$ cat src/design/btf_pkg.sv
// Package for the triangle fill block: widths, constants and small helpers.
// No dependencies.
`default_nettype none
package btf_pkg;
  localparam int COORD_BITS = 12;
  localparam int AREA_BITS = 2 * COORD_BITS + 2;
  localparam int MAG_BITS = 2 * COORD_BITS + 1;
  localparam int NUM_BITS = MAG_BITS + 10;
  localparam int QDEPTH = 4;
  localparam int QPTR = $clog2(QDEPTH);

  typedef struct packed {
    logic [11:0] px;
    logic [11:0] py;
    logic        last;
  } pix_t;

  typedef logic signed [AREA_BITS-1:0] area_t;

  // Take the magnitude of a signed area.
  function automatic logic [MAG_BITS-1:0] mag_f(area_t v);
    area_t n;
    n = v[AREA_BITS-1] ? -v : v;
    return n[MAG_BITS-1:0];
  endfunction
endpackage
`default_nettype wire

$ cat src/design/btf_queue.sv
// Short pixel queue between front and back parts.
// Depends on btf_pkg.
`default_nettype none
module btf_queue import btf_pkg::*; (
  input  wire logic clk,
  input  wire logic rst_n,
  input  wire logic wr,
  input  wire pix_t wd,
  output logic      full,
  output logic      nonempty,
  input  wire logic rd,
  output pix_t      rdat
);
  pix_t mem [QDEPTH];
  logic [QPTR-1:0] wp_r, rp_r;
  logic [QPTR:0] cnt_r;
  assign full = cnt_r == (QPTR+1)'(QDEPTH);
  assign nonempty = cnt_r != '0;
  assign rdat = mem[rp_r];
  // Advance pointers on each word moved.
  always_ff @(posedge clk) begin
    if (!rst_n) begin
      wp_r <= '0; rp_r <= '0; cnt_r <= '0;
    end else begin
      if (wr) begin mem[wp_r] <= wd; wp_r <= wp_r + 1'b1; end
      if (rd) rp_r <= rp_r + 1'b1;
      cnt_r <= cnt_r + (QPTR+1)'(wr) - (QPTR+1)'(rd);
    end
  end
endmodule
`default_nettype wire

$ cat config.mk
export PLATFORM = sky130hd
export DESIGN_NAME = btf_queue
export DESIGN_NICKNAME = d
export VERILOG_FILES = /design/src/design/btf_pkg.sv /design/src/design/btf_queue.sv
export SDC_FILE = /design/constraint.sdc
export NUM_CORES = 1
export LEC_CHECK = 0
export BUFFER_PORTS_ARGS = -buffer_cell sky130_fd_sc_hd__buf_4
export CORE_ASPECT_RATIO = 1.5
export CORE_MARGIN = 2
export CORE_UTILIZATION = 40
export CTS_CLUSTER_DIAMETER = 80
export DETAILED_ROUTE_END_ITERATION = 10
export MAX_ROUTING_LAYER = met4
export PLACE_DENSITY = 0.7
export SYNTH_ARGS = -nofsm -noshare
export SYNTH_HDL_FRONTEND = slang
export SYNTH_SLANG_ARGS = --single-unit
$ cat constraint.sdc
create_clock -name clk -period 3.1 [get_ports clk]
set_clock_uncertainty 0.2 [all_clocks]
set_input_delay 0.775 -clock clk [delete_from_list [all_inputs] [get_ports clk]]
set_output_delay 0.775 -clock clk [all_outputs]
set_load 0.03 [all_outputs]
==> metrics.md <==
| Metric | Value |
|---|---|
| Cell Pwr Density | 656 mW/mm^2 |
| Overall power | 3.25 mW |
| RSZ-0062 raised after global routing | false |
| Combinational share of power | 13.4% |
| Router iterations before antenna repair | 4 |
| Pre-CTS WS | 0.664 ns |
| Worst slew pin tran | 0.367 ns |
| Final Cycle Share | 89.3% |
| CTS sink cnt | 109 |
| Post-CTS Setup Bufs | 0 |
| Initial antenna violation count | 0 |
| Clock H-tree levels | 3 |
| Sw Share | 22.7% |
| Worst IR Drop VDD | 0.566 mV |
| IO Count | 56 |
| I/O Buffers | 55 |
| Sequential area share after synthesis | 77.7% |
| # rows | 45 |
| Vias | 1832 |
| CTS root buf | clkbuf_16 |
| Final worst slack | 0.331 ns |
| Vias/cell | 5.06 |
| Util after Layout | 49.4% |
| Initial Utilization | 40.9% |
| First-pass GRT wire length | 10600 um |
| P_int | 2.51 mW |
| Clock slew at reported path FFs | 0.06 ns |
| Post-Syn Area | 0.00410 sq mm |
| Remaining Overflow, GRT | 0 |
| Synthesized area per cell | 23.5 sq um |
| PostCTS Resize Cnt | 0 |
| Placed wire-length estimate | 4490 um |
| Switching pwr | 0.737 mW |
| P&R area growth vs syn | 20.8% |
| Worst path required time | 2.12 ns |
| # Max-Cap Violations | 0 |
| TritonCTS buffer count | 9 |
| CP endpoint kind | output port |
| Slowest cell on crit path | mux4_2 |
| CTS Hold Bufs | 0 |
| Max FO, Critical Path | 19 |
| GP Congestion | 0.677 |
| Routed Wire Length | 7000 um |
| Core ar. | 0.0100 sq mm |
| Hold Fails Final Rpt | 0 |
| Clk pwr share | 34.8% |
| Max Slew Vio Count | 0 |
| TritonCTS clock tree | yes |
| CP arrival | 1.79 ns |
| Delay-heaviest family, CP | multiplexers |
| Crit-path max cell delay | 0.54 ns |
| Final setup vio count | 0 |
| Worst path cell trace | buf_12, mux4_2, buf_4 |
| Flops & latches, synth | 109 |
| Max Freq | 361 MHz |
| Post-route antenna net violation count | 0 |
| Hold Slack | 0.350 ns |
| 1st-iter DRT viols | 105 |
| Synth unique cells | 21 |
| Die X | 86.6 um |
| Outcome | finished clean |
| Mapped Cells | 174 |
| DR DRC count | 0 |
| Reg power frac | 51.9% |
| DIE HEIGHT | 128 um |
| CP Class | register to output port |
| Total GRT Usage | 14.0% |
| Number of warnings issued by yosys | 0 |
| DR WL/cell | 19.3 um |
| Share of cells above drive strength 1 | 40.0% |
| Worst hold-check path type | register to register |
| Syn_nets | 210 |
| Buffers & Inverters on Critical Path | 2 |
| Die area | 0.0111 sq mm |
| CTS max path bufs | 2 |
| CP startpoint kind | register |
| Clk_lat worst skew | 0.34 ns |
| Relative slew slack | 75.5% |
| Pleak | 1.73 nW |
| Antenna cells | 0 |
| Vias in the first global route | 2008 |
| Minimum clock period | 2.77 ns |
| Setup TNS | 0 ns |
| Largest net degree at the start of global routing | 26 |
| # nets final | 276 |
==> layout make-up <==
| class | instances | area, sq um |
|---|---|---|
| Timing Repair Buffer | 61 | 470 |
| Multi-Input combinational cell | 52 | 820 |
| Clock buffer | 11 | 243 |
| Sequential cell | 109 | 3180 |
| Inverter | 7 | 26.3 |
| Fill cell | 788 | 5070 |
| Clock inverter | 5 | 58.8 |
| Tap cell | 117 | 146 |
==> cells in the final DEF (no fill, tap or decap), drive strengths merged, types with 2 or more instances in the layout <==
master / n
ha: 6
dfxtp: 9
and3: 5
xnor2: 2
inv: 8
edfxtp: 100
mux4: 25
buf: 61
clkinvlp: 2
and2: 2
nor2: 5
clkbuf: 11
==> routing by layer <==
layer	part of all wire [%]	up-vias	wire length [um]	track usage, %
met4	1.9	0	133	6.34
met5	0	-	0	-
met3	4.3	11	299	3.35
met2	56	42	3950	24.3
li1	-	842	-	-
met1	37	937	2620	15.1
==> synth_stat cells (all sizes together) <==
master,number,area share (%)
edfxtp,100,73
mux4,25,14
dfxtp,9,4.4
inv,7,0.64
ha,6,1.8
and3,5,0.76
buf,5,1.5
nor2,5,0.46
and2,2,0.31
xnor2,2,0.43
a21bo,1,0.24
a21oi,1,0.12
clkbuf,1,0.12
fa,1,0.49
mux2i,1,0.24
nand3b,1,0.18
or3,1,0.15
xor3,1,0.58
==> sequential cells by signal, indices dropped and copies added (netlist names), named ones only <==
register,flops
cnt_r,3
mem,100
rp_r,2
wp_r,2
==> cells by family (layout without fill, tap and decap cells) <==
| family | after synthesis | after routing | share of synthesized area [%] |
|---|---|---|---|
| adder cells (fa/ha/maj) | 7 | 7 | 2.32 |
| AO/OA/AOI/OAI | 2 | 2 | 0.367 |
| buffers and inverters | 13 | 84 | 2.26 |
| flip-flops | 109 | 109 | 77.7 |
| AND/OR/NAND/NOR | 14 | 14 | 1.86 |
| multiplexers | 26 | 26 | 14.5 |
| XOR/XNOR | 3 | 3 | 1.01 |
==> worst register-to-register path, cell delays in order, from the launching register on <==
cell and delay [ns]:
dfxtp_1 0.32, inv_1 0.05, ha_1 0.26, inv_1 0.04, ha_1 0.20, fa_1 0.40
xor3_1 0.20, nor2_1 0.04
==> path summary, 6_finish.rpt <==
kind,start,end,slack [ns],depth (start not counted)
worst min-delay path,rp_r[0]$_SDFFE_PN0P_,rp_r[1]$_SDFFE_PN0P_,0.35,2
worst max-delay path,register,rdat[12],0.33,3
worst max register to register,cnt_r[0]$_SDFF_PN0_,cnt_r[2]$_SDFF_PN0_,1.28,7
worst min register to register,rp_r[0]$_SDFFE_PN0P_,rp_r[1]$_SDFFE_PN0P_,0.35,2
==> power by group through the flow <==
stage / combinational, mW / clock, mW / sequential [mW]
finish: 0.434 / 1.13 / 1.68
floorplan: 0.289 / 0 / 1.71
global placement: 0.430 / 0 / 1.71
global route: 0.464 / 1.20 / 1.69
detailed placement: 0.435 / 0 / 1.72
CTS: 0.443 / 1.16 / 1.69
==> through the flow <==
step / instance area (sq um) / cells
floorplan: 4100 / 174
global placement: 4650 / 346
detailed placement: 4650 / 346
CTS: 4950 / 362
global route: 4950 / 362
finish: 4950 / 362
Note: power is estimated with default switching activity, not from simulation.
