**src/design/btf_pkg.sv**
```systemverilog
// Package for the triangle fill block: widths, constants and small helpers.
// No dependencies.
`default_nettype none
package btf_pkg;
  localparam int COORD_BITS = 12;
  localparam int AREA_BITS = 2 * COORD_BITS + 2;
  localparam int MAG_BITS = 2 * COORD_BITS + 1;
  localparam int NUM_BITS = MAG_BITS + 10;
  localparam int QDEPTH = 4;
  localparam int QPTR = $clog2(QDEPTH);

  typedef struct packed {
    logic [11:0] px;
    logic [11:0] py;
    logic        last;
  } pix_t;

  typedef logic signed [AREA_BITS-1:0] area_t;

  // Take the magnitude of a signed area.
  function automatic logic [MAG_BITS-1:0] mag_f(area_t v);
    area_t n;
    n = v[AREA_BITS-1] ? -v : v;
    return n[MAG_BITS-1:0];
  endfunction
endpackage
`default_nettype wire

```
**src/design/btf_front.sv**
```systemverilog
// Front part: vertex store, bounding box and scan counter.
// Depends on btf_pkg.
`default_nettype none
module btf_front import btf_pkg::*; (
  input  wire logic        clk,
  input  wire logic        rst_n,
  input  wire logic        acc,
  input  wire logic        action,
  input  wire logic [1:0]  vidx,
  input  wire logic [11:0] vx,
  input  wire logic [11:0] vy,
  input  wire logic [23:0] vcol,
  output logic             pix_vld,
  output pix_t             pix,
  output logic [COORD_BITS-1:0] xs [3],
  output logic [COORD_BITS-1:0] ys [3],
  output logic [23:0]      cols [3]
);
  logic [COORD_BITS-1:0] sx_r, sy_r, sx_nxt, sy_nxt;
  logic [COORD_BITS-1:0] nx [3];
  logic [COORD_BITS-1:0] ny [3];
  logic [COORD_BITS-1:0] minx, maxx, miny, maxy, lminx, lminy;

  function automatic logic [COORD_BITS-1:0] mn(logic [COORD_BITS-1:0] a, b, c);
    logic [COORD_BITS-1:0] m;
    m = (a < b) ? a : b;
    return (m < c) ? m : c;
  endfunction
  function automatic logic [COORD_BITS-1:0] mx(logic [COORD_BITS-1:0] a, b, c);
    logic [COORD_BITS-1:0] m;
    m = (a > b) ? a : b;
    return (m > c) ? m : c;
  endfunction

  // Box of the stored and of the updated vertices.
  always_comb begin
    for (int i = 0; i < 3; i++) begin
      nx[i] = (vidx == 2'(i)) ? vx[COORD_BITS-1:0] : xs[i];
      ny[i] = (vidx == 2'(i)) ? vy[COORD_BITS-1:0] : ys[i];
    end
    minx = mn(xs[0], xs[1], xs[2]);
    maxx = mx(xs[0], xs[1], xs[2]);
    miny = mn(ys[0], ys[1], ys[2]);
    maxy = mx(ys[0], ys[1], ys[2]);
    lminx = mn(nx[0], nx[1], nx[2]);
    lminy = mn(ny[0], ny[1], ny[2]);
  end

  // Advance the scan on a step, restart it on a load of vertex 0 to 2.
  always_comb begin
    sx_nxt = sx_r;
    sy_nxt = sy_r;
    if (acc && !action && vidx != 2'd3) begin
      sx_nxt = lminx;
      sy_nxt = lminy;
    end else if (acc && action) begin
      if (sy_r < maxy) sy_nxt = sy_r + 1'b1;
      else begin
        sy_nxt = miny;
        sx_nxt = (sx_r < maxx) ? sx_r + 1'b1 : minx;
      end
    end
  end

  always_ff @(posedge clk) begin
    if (!rst_n) begin
      sx_r <= '0;
      sy_r <= '0;
      for (int i = 0; i < 3; i++) begin
        xs[i] <= '0;
        ys[i] <= '0;
        cols[i] <= '0;
      end
    end else begin
      sx_r <= sx_nxt;
      sy_r <= sy_nxt;
      if (acc && !action && vidx != 2'd3) begin
        xs[vidx] <= vx[COORD_BITS-1:0];
        ys[vidx] <= vy[COORD_BITS-1:0];
        cols[vidx] <= vcol;
      end
    end
  end

  assign pix_vld = acc && action;
  assign pix.px = 12'(sx_r);
  assign pix.py = 12'(sy_r);
  assign pix.last = (sx_r >= maxx) && (sy_r >= maxy);
endmodule
`default_nettype wire

```
**config.mk**
```make
export PLATFORM = sky130hd
export DESIGN_NAME = btf_front
export DESIGN_NICKNAME = d
export VERILOG_FILES = /design/src/design/btf_pkg.sv /design/src/design/btf_front.sv
export SDC_FILE = /design/constraint.sdc
export NUM_CORES = 1
export LEC_CHECK = 0
export ABC_AREA = 1
export BUFFER_PORTS_ARGS = -buffer_cell sky130_fd_sc_hd__buf_2
export CORE_UTILIZATION = 50
export DETAILED_ROUTE_END_ITERATION = 10
export PLACE_DENSITY = 0.73
export SLEW_MARGIN = 20
export SYNTH_ARGS = -nofsm -noshare
export SYNTH_HDL_FRONTEND = slang
export SYNTH_SLANG_ARGS = --single-unit
```
**constraint.sdc**
```tcl
create_clock -name clk -period 7.06 [get_ports clk]
set_clock_uncertainty 0.2 [all_clocks]
set_input_delay 0.353 -clock clk [delete_from_list [all_inputs] [get_ports clk]]
set_output_delay 0.353 -clock clk [all_outputs]
set_load 0.05 [all_outputs]
```
==> results.cfg <==
[outcome]
status = finished clean

[worst_setup_path]
max_stage_delay_ns = 0.43
arrival_ns = 5.83
crit_fanout = 24
required_ns = 6.51
cp_top_family = simple AND/OR/NAND/NOR gates
path_buf_inv = 5
path_class = reg2out
critPathSlowestCell = dfxtp_1
cp-end-kind = output pin
cp-start-kind = register
cp_common_cell = nand2_1

[final_layout]
fillCellCount = 2393
layout.nets = 2249
drive_gt1_frac = 0.1456
final_cell_mix = nand2_1, inv_1, buf_2
syn_to_final_growth_pct = 16.18
final_common_cell = nand2_1

[routing]
dr.pass1.iters = 6
wl_per_cell_um = 17.34
wl_um = 41470
drtIter0Drc = 1284
ant_nets = 0
dr_total_vias = 13442
drc = 0
avgViaCountPerCell = 5.620

[global_routing]
grt_pass1_wl_um = 65730
antenna_found_initial = 2
grt_use_total = 0.3254
grt-ovfl-total = 0
grt_pass1_vias = 12078
grt_max_degree = 97

[logic_synthesis]
synth_largest_area_cell = dfxtp_1
ys_warn_count = 0
synth_nets = 2075
avgSynthCellArea_um2 = 6.545
yosysSeqAreaShare = 0.2732
ys_ff_latch = 168
synth_top_area_share = 0.2732
synth.area.top_cells = dfxtp_1, ha_1, nand2_1
ys_types = 39
synthCells = 1881
netlist_area_um2 = 12310

[die]
rows = 57
ios = 224
fp.dieW_um = 158.9
initial_core_util = 0.5077
die_height_um = 158.9
coreArea_um2 = 24250
dieArea_um2 = 25260

[pwr]
power_frac_seq = 0.283
combPwrFrac = 0.462
pwr_density_cell_nw_per_um2 = 263.3
power_switching_mw = 1.752
power_leakage_nw = 6.856
switching_share = 0.4653
internal_power_mw = 2.013
p_clk_frac = 0.255
ir_drop_v = 0.0001621

[cts]
cts_max_level = 4
cts_tree = built
path_clk_slew_ns = 0.08
clock_path_buffers = 2
clk-insertion-delay-late_ns = 0.44
cts_buffers = 17
clock-sinks = 168
cts_root_buf = clkbuf_16

[place]
place_congestion = 0.9343
portBuffers = 223
hpwl_um = 31200

[sta]
worst_pin_slew_ns = 1.042
finalSetupViolations = 0
min_period_ns = 6.378
clock.fmax_mhz = 156.8
hold_ws_ns = 0.009038
maxSlewHeadroom = 0.3055
period_share = 0.9034
slew_violations = 0
grt_setup_unrepaired = no
tns_ns = 0
hold_viol_final = 0

[min_path]
hp-class = in2reg

[flow_run]
maxCapViolCount = 0
-- power groups by stage --
stage                     logic [mW]  registers (mW)  clock network, mW
after floorplan                 1.09            1.25                  0
after global placement          1.63            1.09                  0
after detailed placement        1.66            1.09                  0
after CTS                       1.67            1.07              0.968
after global routing            1.95            1.07               1.01
final                           1.74            1.07              0.960
-- cells in the mapped netlist (all sizes together) --
| master | n |
|---|---|
| o22ai | 1 |
| buf | 20 |
| nor2 | 123 |
| o211ai | 5 |
| nand3 | 153 |
| nand2 | 419 |
| nor3 | 7 |
| a31oi | 5 |
| and2 | 2 |
| a21o | 4 |
| dfxtp | 168 |
| nand4 | 16 |
| a21oi | 168 |
| o21ai | 233 |
| clkinv | 1 |
| nand3b | 12 |
| inv | 230 |
| a2111oi | 1 |
| nor2b | 1 |
| o31ai | 1 |
| o221a | 3 |
| ha | 140 |
| o21bai | 1 |
| xor2 | 6 |
| nor4 | 1 |
| a31o | 1 |
| or2 | 3 |
| clkbuf | 78 |
| a211oi | 78 |
-- final cells by class --
type / instances / area [um2] / share of cell area
timing repair buffer: 253 / 1369 / 0.09570
clock buffer: 17 / 425.4 / 0.02974
multi-input combinational: 1384 / 7712 / 0.5392
sequential: 168 / 3363 / 0.2351
antenna: 1 / 2.502 / 0.0001749
tap: 324 / 405.4 / 0.02834
clock inverter: 14 / 152.6 / 0.01067
inverter: 231 / 873.3 / 0.06106
-- cell families after synthesis --
logic type | after synthesis | share of synthesized area
fa+ha+maj | 140 | 0.1423
xor+xnor | 6 | 0.004268
compound gates | 501 | 0.2246
simple gates | 737 | 0.2521
buf+inv | 329 | 0.1036
flops | 168 | 0.2732
-- worst paths after layout --
kind | start | to | slack [ns] | cells after the start
setup / recovery | xs[19]$_SDFFE_PN0P_ | pix[0] | 0.68 | 30
hold / removal | vcol[3] | cols[51]$_SDFFE_PN0P_ | 0.009 | 3
setup reg to reg | ys[23]$_SDFFE_PN0P_ | sx_r[7]$_SDFFE_PN0P_ | 1.27 | 31
hold reg to reg | cols[45]$_SDFFE_PN0P_ | cols[45]$_SDFFE_PN0P_ | 0.25 | 2
-- metal layers --
metal  vias up  share of wire  track usage
met5         -        0.00031            0
met3        52          0.095      0.06374
met2       614           0.42       0.4888
met1      6102           0.46       0.4718
met4         2          0.018      0.08698
li1       6672              -            -
-- through the flow --
| step | power, mW | instance area, um2 | instances | util | setup WS (ns) |
|---|---|---|---|---|---|
| finish | 3.765 | 14300 | 2392 | 0.5899 | 0.6819 |
| global route | 4.030 | 14300 | 2392 | 0.5899 | 0.1910 |
| CTS | 3.702 | 14270 | 2388 | 0.5884 | 0.07508 |
| detailed placement | 2.744 | 13580 | 2346 | 0.5600 | 0.5698 |
| global placement | 2.716 | 13580 | 2346 | 0.5599 | 0.5524 |
| floorplan | 2.338 | 12310 | 1881 | - | 1.341 |
-- state kept, by name (all words and copies together) (netlist names) --
| name | count |
|---|---|
| sy_r | 12 |
| ys | 36 |
| cols | 72 |
| xs | 36 |
| sx_r | 12 |
-- worst register-to-register path: cells and delay by family, from the launching register on --
family                   cells  cell delay, ns
AO/OA/AOI/OAI               11            1.94
adder cells (fa/ha/maj)      3            0.94
buffers and inverters        6            0.96
flip-flops                   1            0.42
AND/OR/NAND/NOR             11            1.26
-- timing repair --
| item | in CTS | in global routing |
|---|---|---|
| buffers inserted | 0 | 3 |
| endpoints found under the hold margin | 13 | 0 |
| setup endpoints to repair | 0 | 1 |
| hold buffers | 11 | 0 |
| resized for setup | 0 | 7 |
No activity file was read; power rests on OpenSTA's default activity.
